<file path="config.mk">
export PLATFORM = sky130hd
export DESIGN_NAME = msfp_key_mem
export DESIGN_NICKNAME = d
export VERILOG_FILES = /design/src/rtl/msfp_pkg.sv /design/src/rtl/msfp_key_mem.sv
export SDC_FILE = /design/constraint.sdc
export NUM_CORES = 1
export LEC_CHECK = 0
export BUFFER_PORTS_ARGS = -buffer_cell sky130_fd_sc_hd__buf_4
export CORE_MARGIN = 2
export CORE_UTILIZATION = 35
export DETAILED_ROUTE_END_ITERATION = 7
export PLACE_DENSITY = 0.59
export SLEW_MARGIN = 20
export SYNTH_ARGS = -nofsm -noshare
export SYNTH_HDL_FRONTEND = slang
export SYNTH_SLANG_ARGS = --single-unit
export TNS_END_PERCENT = 1
</file>
<file path="constraint.sdc">
create_clock -name i_clk -period 3.38 [get_ports i_clk]
set_input_delay 0.507 -clock i_clk [delete_from_list [all_inputs] [get_ports i_clk]]
set_output_delay 0.507 -clock i_clk [all_outputs]
set_load 0.1 [all_outputs]
</file>
<file path="src/rtl/msfp_pkg.sv">
// msfp_pkg: types and constants shared by the minimum spanning forest block
// no dependencies
`default_nettype none
package msfp_pkg;
    localparam int NODE_W  = 6;
    localparam int COST_W  = 16;
    localparam int TOTAL_W = 22;
    localparam int CNT_W   = 7;
    localparam logic [CNT_W-1:0] CNT_RESET = 7'd64;

    typedef enum logic [2:0] {
        S_CLEAR,
        S_LOAD,
        S_INIT,
        S_ROOT,
        S_RELAX,
        S_DECIDE,
        S_FINISH
    } t_state;

    // adjacency entry: present flag and cost
    typedef struct packed {
        logic              present;
        logic [COST_W-1:0] cost;
    } t_adj;

    // best crossing edge seen so far for one outside node
    typedef struct packed {
        logic              present;
        logic [COST_W-1:0] cost;
        logic [NODE_W-1:0] parent;
    } t_key;

    typedef struct packed {
        logic [NODE_W-1:0]  tree_low_node;
        logic [NODE_W-1:0]  tree_high_node;
        logic [COST_W-1:0]  tree_edge_cost;
        logic [TOTAL_W-1:0] running_total;
        logic               edge_valid;
    } t_result;
endpackage
`default_nettype wire

</file>
<file path="src/rtl/msfp_key_mem.sv">
// msfp_key_mem: per-node best crossing edge memory
// depends on msfp_pkg
`default_nettype none
module msfp_key_mem
    import msfp_pkg::*;
#(
    parameter int AW = 6
) (
    input  wire logic          i_clk,
    input  wire logic          i_wr_en,
    input  wire logic [AW-1:0] i_wr_addr,
    input  wire t_key          i_wr_data,
    input  wire logic [AW-1:0] i_rd_addr,
    output t_key               o_rd_data
);
    t_key r_mem [2**AW];
    t_key r_rd_data;

    always_ff @(posedge i_clk) begin
        if (i_wr_en) begin
            r_mem[i_wr_addr] <= i_wr_data;
        end
        r_rd_data <= r_mem[i_rd_addr];
    end

    assign o_rd_data = r_rd_data;
endmodule
`default_nettype wire

</file>
### Yosys cells after proc, flatten, opt, wreduce, memory -nomap -nowiden

Memories as Yosys holds them, arrays and structs flattened. A register that Yosys moved wholly into a read port is not among the register bits.
Cells that the tools add are included.

| word-level totals | value |
|---|---|
| bits in registers | 0 |
| memory bits (writable) | 1,472 |
| output and inout bits | 23 |
| word-level logic and storage cells | 3 |
| memories | 1 |
| input bits | 37 |

Memory list:

| memory | words | bits a word | rd ports | clocked after Yosys merged registers in | write ports | RTL line | RTL |
|---|---|---|---|---|---|---|---|
| r_mem | 64 | 23 | 1 | 1 | 1 | msfp_key_mem.sv:16 | `t_key r_mem [2**AW];` |

| operators by class | value |
|---|---|
| multiplexer cells | 2 |

Operators by type and width:

| kind | number |
|---|---|
| 1-bit 2-to-1 mux | 2 |

### Logic depth before layout (Yosys ltp)

Gate-level depths: netlist of run 1.

| depth | value |
|---|---|
| word-level depth | 2 |
| mapped depth | 9 |
| depth with buffers taken out | 5 |

### Least setup slack after synthesis of run 1

No wires, ideal clock.

| path | value |
|---|---|
| path kind | in2reg |
| start point | input i_wr_addr[3] |
| end point | memory r_mem[48][0] (netlist name), enable pin |
| required time | 2.948 ns |
| path buffers | 1 |
| library setup time | 0.432 ns |
| slack | 0.315 ns |
| cell stages on the path | 4 |
| arrival | 2.633 ns |
| path through | clkbuf_1 -> nor2b_1 -> nand4b_1 -> nor3_1 |

RTL lines:

| element | RTL line | RTL |
|---|---|---|
| start: declaration | msfp_key_mem.sv:11 | `input wire logic [AW-1:0] i_wr_addr,` |
| end: declaration | msfp_key_mem.sv:16 |  |

Straight into the memory's write port.

==> flow_summary.toml, run 1 <==
[run_status]
status = "finished clean"

[yosys]
ys_seq_area_frac = 0.7874
synth_area_sq_um = 56720
netlist.area_leader.share = 0.7793
async_reset_ff_frac = 0
synthFlopType = "edfxtp_1"
syn-num-nets = 2483
ys_ff_latch = 1495
synth_edf_count = 1472
synth_compound_area_frac = 0.02374
synthTopCellsByArea = "edfxtp_1 78%, mux4_2 15%, mux2i_1 1.3%"
netlist_instances = 2446
synth_top_area_cell = "edfxtp_1"
synth_top_family_by_area = "multiplexers"
synth-xor-area-share = 0
muxShareOfSynthArea = 0.1614
synth_warnings = 0
avgSynthCellArea_sq_um = 23.19
synth_fa_ha_area_frac = 0
synth-simple-area-share = 0.01458
synth_cell_types = 37

[pwr]
vdd_drop_max_mv = 0.5009
pwr-share-clk = 0.430
p_int_uw = 31550
power_uw = 40080
swShare = 0.2130
switchingPower_uw = 8537
seq_power_share = 0.514
comb_power_share = 0.055
p_leak_uw = 0.02052
p_per_area_nw_per_um2 = 608.8

[setup_path]
critPathTopFamily = "multiplexers"
startpoint_type = "input pin"
worstPathRequired_ps = 3990
slowest_stage = "mux4_2"
arrival_ps = 3170
endpoint_kind = "flop"
slowest_delay_ps = 570
worstSetupPathType = "input pin to flop"
crit_path_max_fanout = 27
cp_num_buf_inv = 2
path_cells = "buf_8, buf_4, mux4_2, mux2i_1, o21ai_0, a21oi_1, a211oi_1"

[sta]
maxSlewHeadroom = 0.3595
slew_viol_final = 0
fin_crit_sh = 0.7563
finalHoldViolCount = 0
rsz0062_at_grt = "false"
worst_pin_slew_ps = 960.7
post-route-min-period_ps = 2556
fmax_mhz = 391.2
holdWs_ps = 222.0
skew_ps = 21.64
setup_violations = 0

[clocking]
tritoncts = "built"
cts-root-buf = "clkbuf_16"
cts_resized = 0
max-clock-path-buffers = 3
htreeDepth = 4
cts_buffers = 153
clk_pin_slew_ps = 60
cts_setup_buffers = 0
cts_hold_buf = 0
cts.sinks = 1495
clk-insertion-delay-late_ps = 760

[detailed_routing]
dr.pass1.iters = 5
drc = 0
wl_per_cell_um = 29.50
final_antenna_net_count = 0
drtIter0Drc = 3556
vias_per_cell = 5.473
dr_total_vias = 27120
finalWirelength_mm = 146.2

[layout]
nets = 2706
syn2layout_area_growth_pct = 16.07
drive_gt1_frac = 0.3127
final_util = 0.4095
final_cell_mix = "1472 x edfxtp_1, 368 x mux4_2, 180 x buf_4"
layout_commonest_cell = "edfxtp_1"

[placed_design]
hpwl_mm = 84.86
place_congestion = 0.8333
place.port_buffers = 59

[grt]
grt_overflow = 0
grt_max_degree = 74
grtUsageTotal = 0.1766
antenna_found_initial = 17
grt_pass1_vias = 27500
grt_pass1_wl_mm = 205.8

[flow_run]
cap_violations = 0

[floorplanning]
num_rows = 147
design.core.area_sq_um = 160800
die_y_um = 406.6
die_x_um = 406.6
die-area_sq_um = 165300
start_util = 0.3528
pin_count = 60

[worst_hold_path]
worstHoldPathType = "input pin to flop"
tightest hold or removal path, cell delays in order:
cell      delay, ps
buf_4           160
a21oi_1          80
a21oi_1         130
a221oi_1         60
routing by layer:
layer | global-route usage | share of wire | up-vias
li1 | - | - | 10930
met1 | 0.2412 | 0.40 | 14720
met2 | 0.2868 | 0.49 | 1242
met3 | 0.03658 | 0.083 | 214
met4 | 0.05016 | 0.025 | 12
met5 | 0 | 0.00053 | -
metrics by stage:
stage	setup TNS [ps]	worst slack [ps]	area [sq um]	instances
final	0	823.6	65840	4955
after global placement	-211.8	-211.8	60640	4673
after global routing	0	773.8	65830	4953
after floorplan	0	315.1	56720	2446
after CTS	0	838.8	65830	4952
after detailed placement	0	45.25	60650	4674
cell families after synthesis:
family	Yosys count
buf+inv	135
flops	1495
mux	453
compound gates	186
simple gates	177
cell usage after synthesis, types with 23 or more instances:
cell type and number:
nand3_1 28, dfxtp_1 23, mux4_2 368, buf_4 41, nand2_1 23, a22o_1 23
mux2i_1 71, edfxtp_1 1472, nor2_1 78, clkbuf_1 64, a21oi_1 23, a22oi_1 49
layout make-up:
| class | instances | area [sq um] |
|---|---|---|
| diodes | 3 | 7.507 |
| flip-flops and latches | 1495 | 44660 |
| well taps | 2160 | 2703 |
| clock buffers | 196 | 4126 |
| fillers | 13870 | 94920 |
| repair buffers | 203 | 1782 |
| multi-input cells | 816 | 11500 |
| clock inverters | 82 | 1052 |
flip-flops by register name, summed over array words and instances, names as in the netlist:
name,cells
r_mem,1472
o_rd_data,23
power groups by stage:
stage               sequential, uW  combinational (uW)  clock, uW
floorplan                    21200                1000          0
finish                       20600                2220      17200
detailed placement           21000                2250          0
global route                 20600                2340      18200
CTS                          20600                2260      17500
global placement             21000                2210          0
path summary, 6_finish.rpt:
path | startpoint | to | slack (ps) | depth (start not counted)
worst max register to register | r_mem[23][6]$_DFFE_PP_ | o_rd_data[6]$_DFF_P_ | 1120 | 5
worst min register to register | r_mem[51][19]$_DFFE_PP_ | o_rd_data[19]$_DFF_P_ | 900 | 3
worst max-delay path | i_rd_addr[0] | o_rd_data[6]$_DFF_P_ | 820 | 7
worst min-delay path | i_rd_addr[4] | o_rd_data[3]$_DFF_P_ | 220 | 4
Note: power is estimated with default switching activity, not from simulation.
==> run 2: changes to the inputs <==
--- a/config.mk
+++ b/config.mk
@@ -9,7 +9,7 @@
 export CORE_MARGIN = 2
 export CORE_UTILIZATION = 35
 export DETAILED_ROUTE_END_ITERATION = 7
-export PLACE_DENSITY = 0.59
+export PLACE_DENSITY = 0.61
 export SLEW_MARGIN = 20
 export SYNTH_ARGS = -nofsm -noshare
 export SYNTH_HDL_FRONTEND = slang
==> constraint.sdc (replaced) <==
create_clock -name i_clk -period 2.1 [get_ports i_clk]
set_input_delay 0.315 -clock i_clk [delete_from_list [all_inputs] [get_ports i_clk]]
set_output_delay 0.315 -clock i_clk [all_outputs]
set_load 0.1 [all_outputs]
==> flow_summary.toml, run 2 (synthesis gave the netlist of run 1 again) <==
[sta]
setup_violations = 0
worst_pin_slew_ps = 829.4
fin_crit_sh = 0.9795
slew_viol_final = 0
holdWs_ps = 105.7
finalHoldViolCount = 0
fmax_mhz = 486.2
rsz0062_at_grt = "false"
post-route-min-period_ps = 2057
setup_slack_ps = 43.05
fin_tns_setup_ps = 0
maxSlewHeadroom = 0.4471
skew_ps = 25.17

[clocking]
cts_buffers = 149
cts.sinks = 1495
clk-insertion-delay-late_ps = 780
tritoncts = "built"
cts-root-buf = "clkbuf_16"
clk_pin_slew_ps = 60
max-clock-path-buffers = 3
cts_setup_buffers = 0
htreeDepth = 4

[layout]
top_register = "r_mem"
ff_latch_area_sq_um = 44660
largest_reg_flops = 1472
nets = 2850
final_util = 0.4215
layout_commonest_cell = "edfxtp_1"
syn2layout_area_growth_pct = 19.46
drive_gt1_frac = 0.3481
nFillCells = 13710
multi_input_area_sq_um = 11530
instances_no_fill = 5099
final_cell_mix = "1472 x edfxtp_1, 368 x mux4_2, 239 x buf_4"

[pwr]
pwr-share-clk = 0.413
p_leak_uw = 0.02135
vdd_drop_max_mv = 0.7650
comb_power_share = 0.062
p_int_uw = 49550
swShare = 0.2171
switchingPower_uw = 13740
seq_power_share = 0.524
p_per_area_nw_per_um2 = 934.1

[detailed_routing]
vias_per_cell = 5.369
wl_per_cell_um = 27.58
final_antenna_net_count = 0
finalWirelength_mm = 140.6
dr.pass1.iters = 6
dr_total_vias = 27380
drc = 0
drtIter0Drc = 2950

[floorplanning]
die-area_sq_um = 165300
pin_count = 60
design.core.area_sq_um = 160800
die_y_um = 406.6
num_rows = 147
start_util = 0.3528
die_x_um = 406.6

[placed_design]
place_congestion = 0.8125
place.port_buffers = 59
hpwl_mm = 84.73
dp.cells = 4821
dp_worst_setup_slack_ps = -727.9

[grt]
grt_max_degree = 65
antenna_found_initial = 21
grt_pass1_vias = 28320
grt_pass1_wl_mm = 202.4
grtUsageTotal = 0.1715
grt_overflow = 0

[run_status]
status = "finished clean"

[setup_path]
slowest_delay_ps = 500
endpoint_kind = "flop"
crit_path_max_fanout = 1
worstSetupPathType = "flop to flop"
startpoint_type = "flop"
path_cells = "mux4_2, a22oi_1, nand3_2, nand2_2, buf_12, a211oi_1"
arrival_ps = 2700
slowest_stage = "mux4_2"
worstPathRequired_ps = 2740

[flow_run]
cap_violations = 0

[worst_hold_path]
worstHoldPathType = "input pin to flop"
==> run 2: cell count changes in the layout (fill, tap and decap cells not counted), moves of 3 or more <==
cell,previous run,this run
buf_12,19,108
buf_4,180,239
bufinv_16,21,14
clkbuf_1,35,31
clkbuf_16,158,150
clkinv_1,25,28
clkinv_2,23,28
clkinv_4,0,3
clkinvlp_4,2,5
inv_6,2,5
==> run 2: critical path: cells and delay by family, from the launching register on <==
| family | cells | cell delay, ps |
|---|---|---|
| AO/OA/AOI/OAI | 2 | 350 |
| flip-flops | 1 | 380 |
| buffers and inverters | 1 | 130 |
| multiplexers | 1 | 500 |
| AND/OR/NAND/NOR | 2 | 550 |
==> run 2: area by class of cell <==
type | count | area share
clock buffer | 182 | 0.05732
tap | 2160 | 0.03989
multi-input combinational | 816 | 0.1702
antenna | 3 | 0.0001108
clock inverter | 92 | 0.01409
timing repair buffer | 351 | 0.05918
sequential | 1495 | 0.6592
==> run 2: what timing repair did <==
action,CTS,global route
setup endpoints to repair,3,2
resized for setup,4,2
hold buffers,1,0
hold endpoints to repair,1,0
pin swaps,0,0
==> run 2: path summary, 6_finish.rpt <==
| path | from | end | slack [ps] | depth (start not counted) |
|---|---|---|---|---|
| setup reg to reg | r_mem[60][2]$_DFFE_PP_ | o_rd_data[2]$_DFF_P_ | 40 | 6 |
| hold reg to reg | r_mem[50][14]$_DFFE_PP_ | o_rd_data[14]$_DFF_P_ | 860 | 3 |
| setup / recovery | r_mem[60][2]$_DFFE_PP_ | o_rd_data[2]$_DFF_P_ | 40 | 6 |
| hold / removal | i_wr_data[1] | r_mem[24][1]$_DFFE_PP_ | 110 | 1 |
==> run 2: through the flow <==
stage,instance area [sq um],total power (uW)
6_report,67760,63290
5_1_grt,67750,65280
4_1_cts,67740,63850
3_5_place_dp,62880,37800
3_3_place_gp,62880,37710
2_1_floorplan,56730,35790
==> run 2: metal layers <==
metal | track usage | vias up | part of all wire
li1 | - | 11240 | -
met1 | 0.2303 | 14800 | 0.41
met2 | 0.2719 | 1096 | 0.48
met3 | 0.04525 | 218 | 0.086
met4 | 0.05679 | 18 | 0.027
met5 | 0 | - | 0.00076
==> run 2: power groups by stage <==
stage | Sequential (uW) | Combinational [uW] | Clock [uW]
detailed placement | 33800 | 3970 | 0
CTS | 33200 | 3980 | 26700
floorplan | 34200 | 1620 | 0
finish | 33200 | 3940 | 26200
global route | 33200 | 4160 | 27900
global placement | 33800 | 3900 | 0
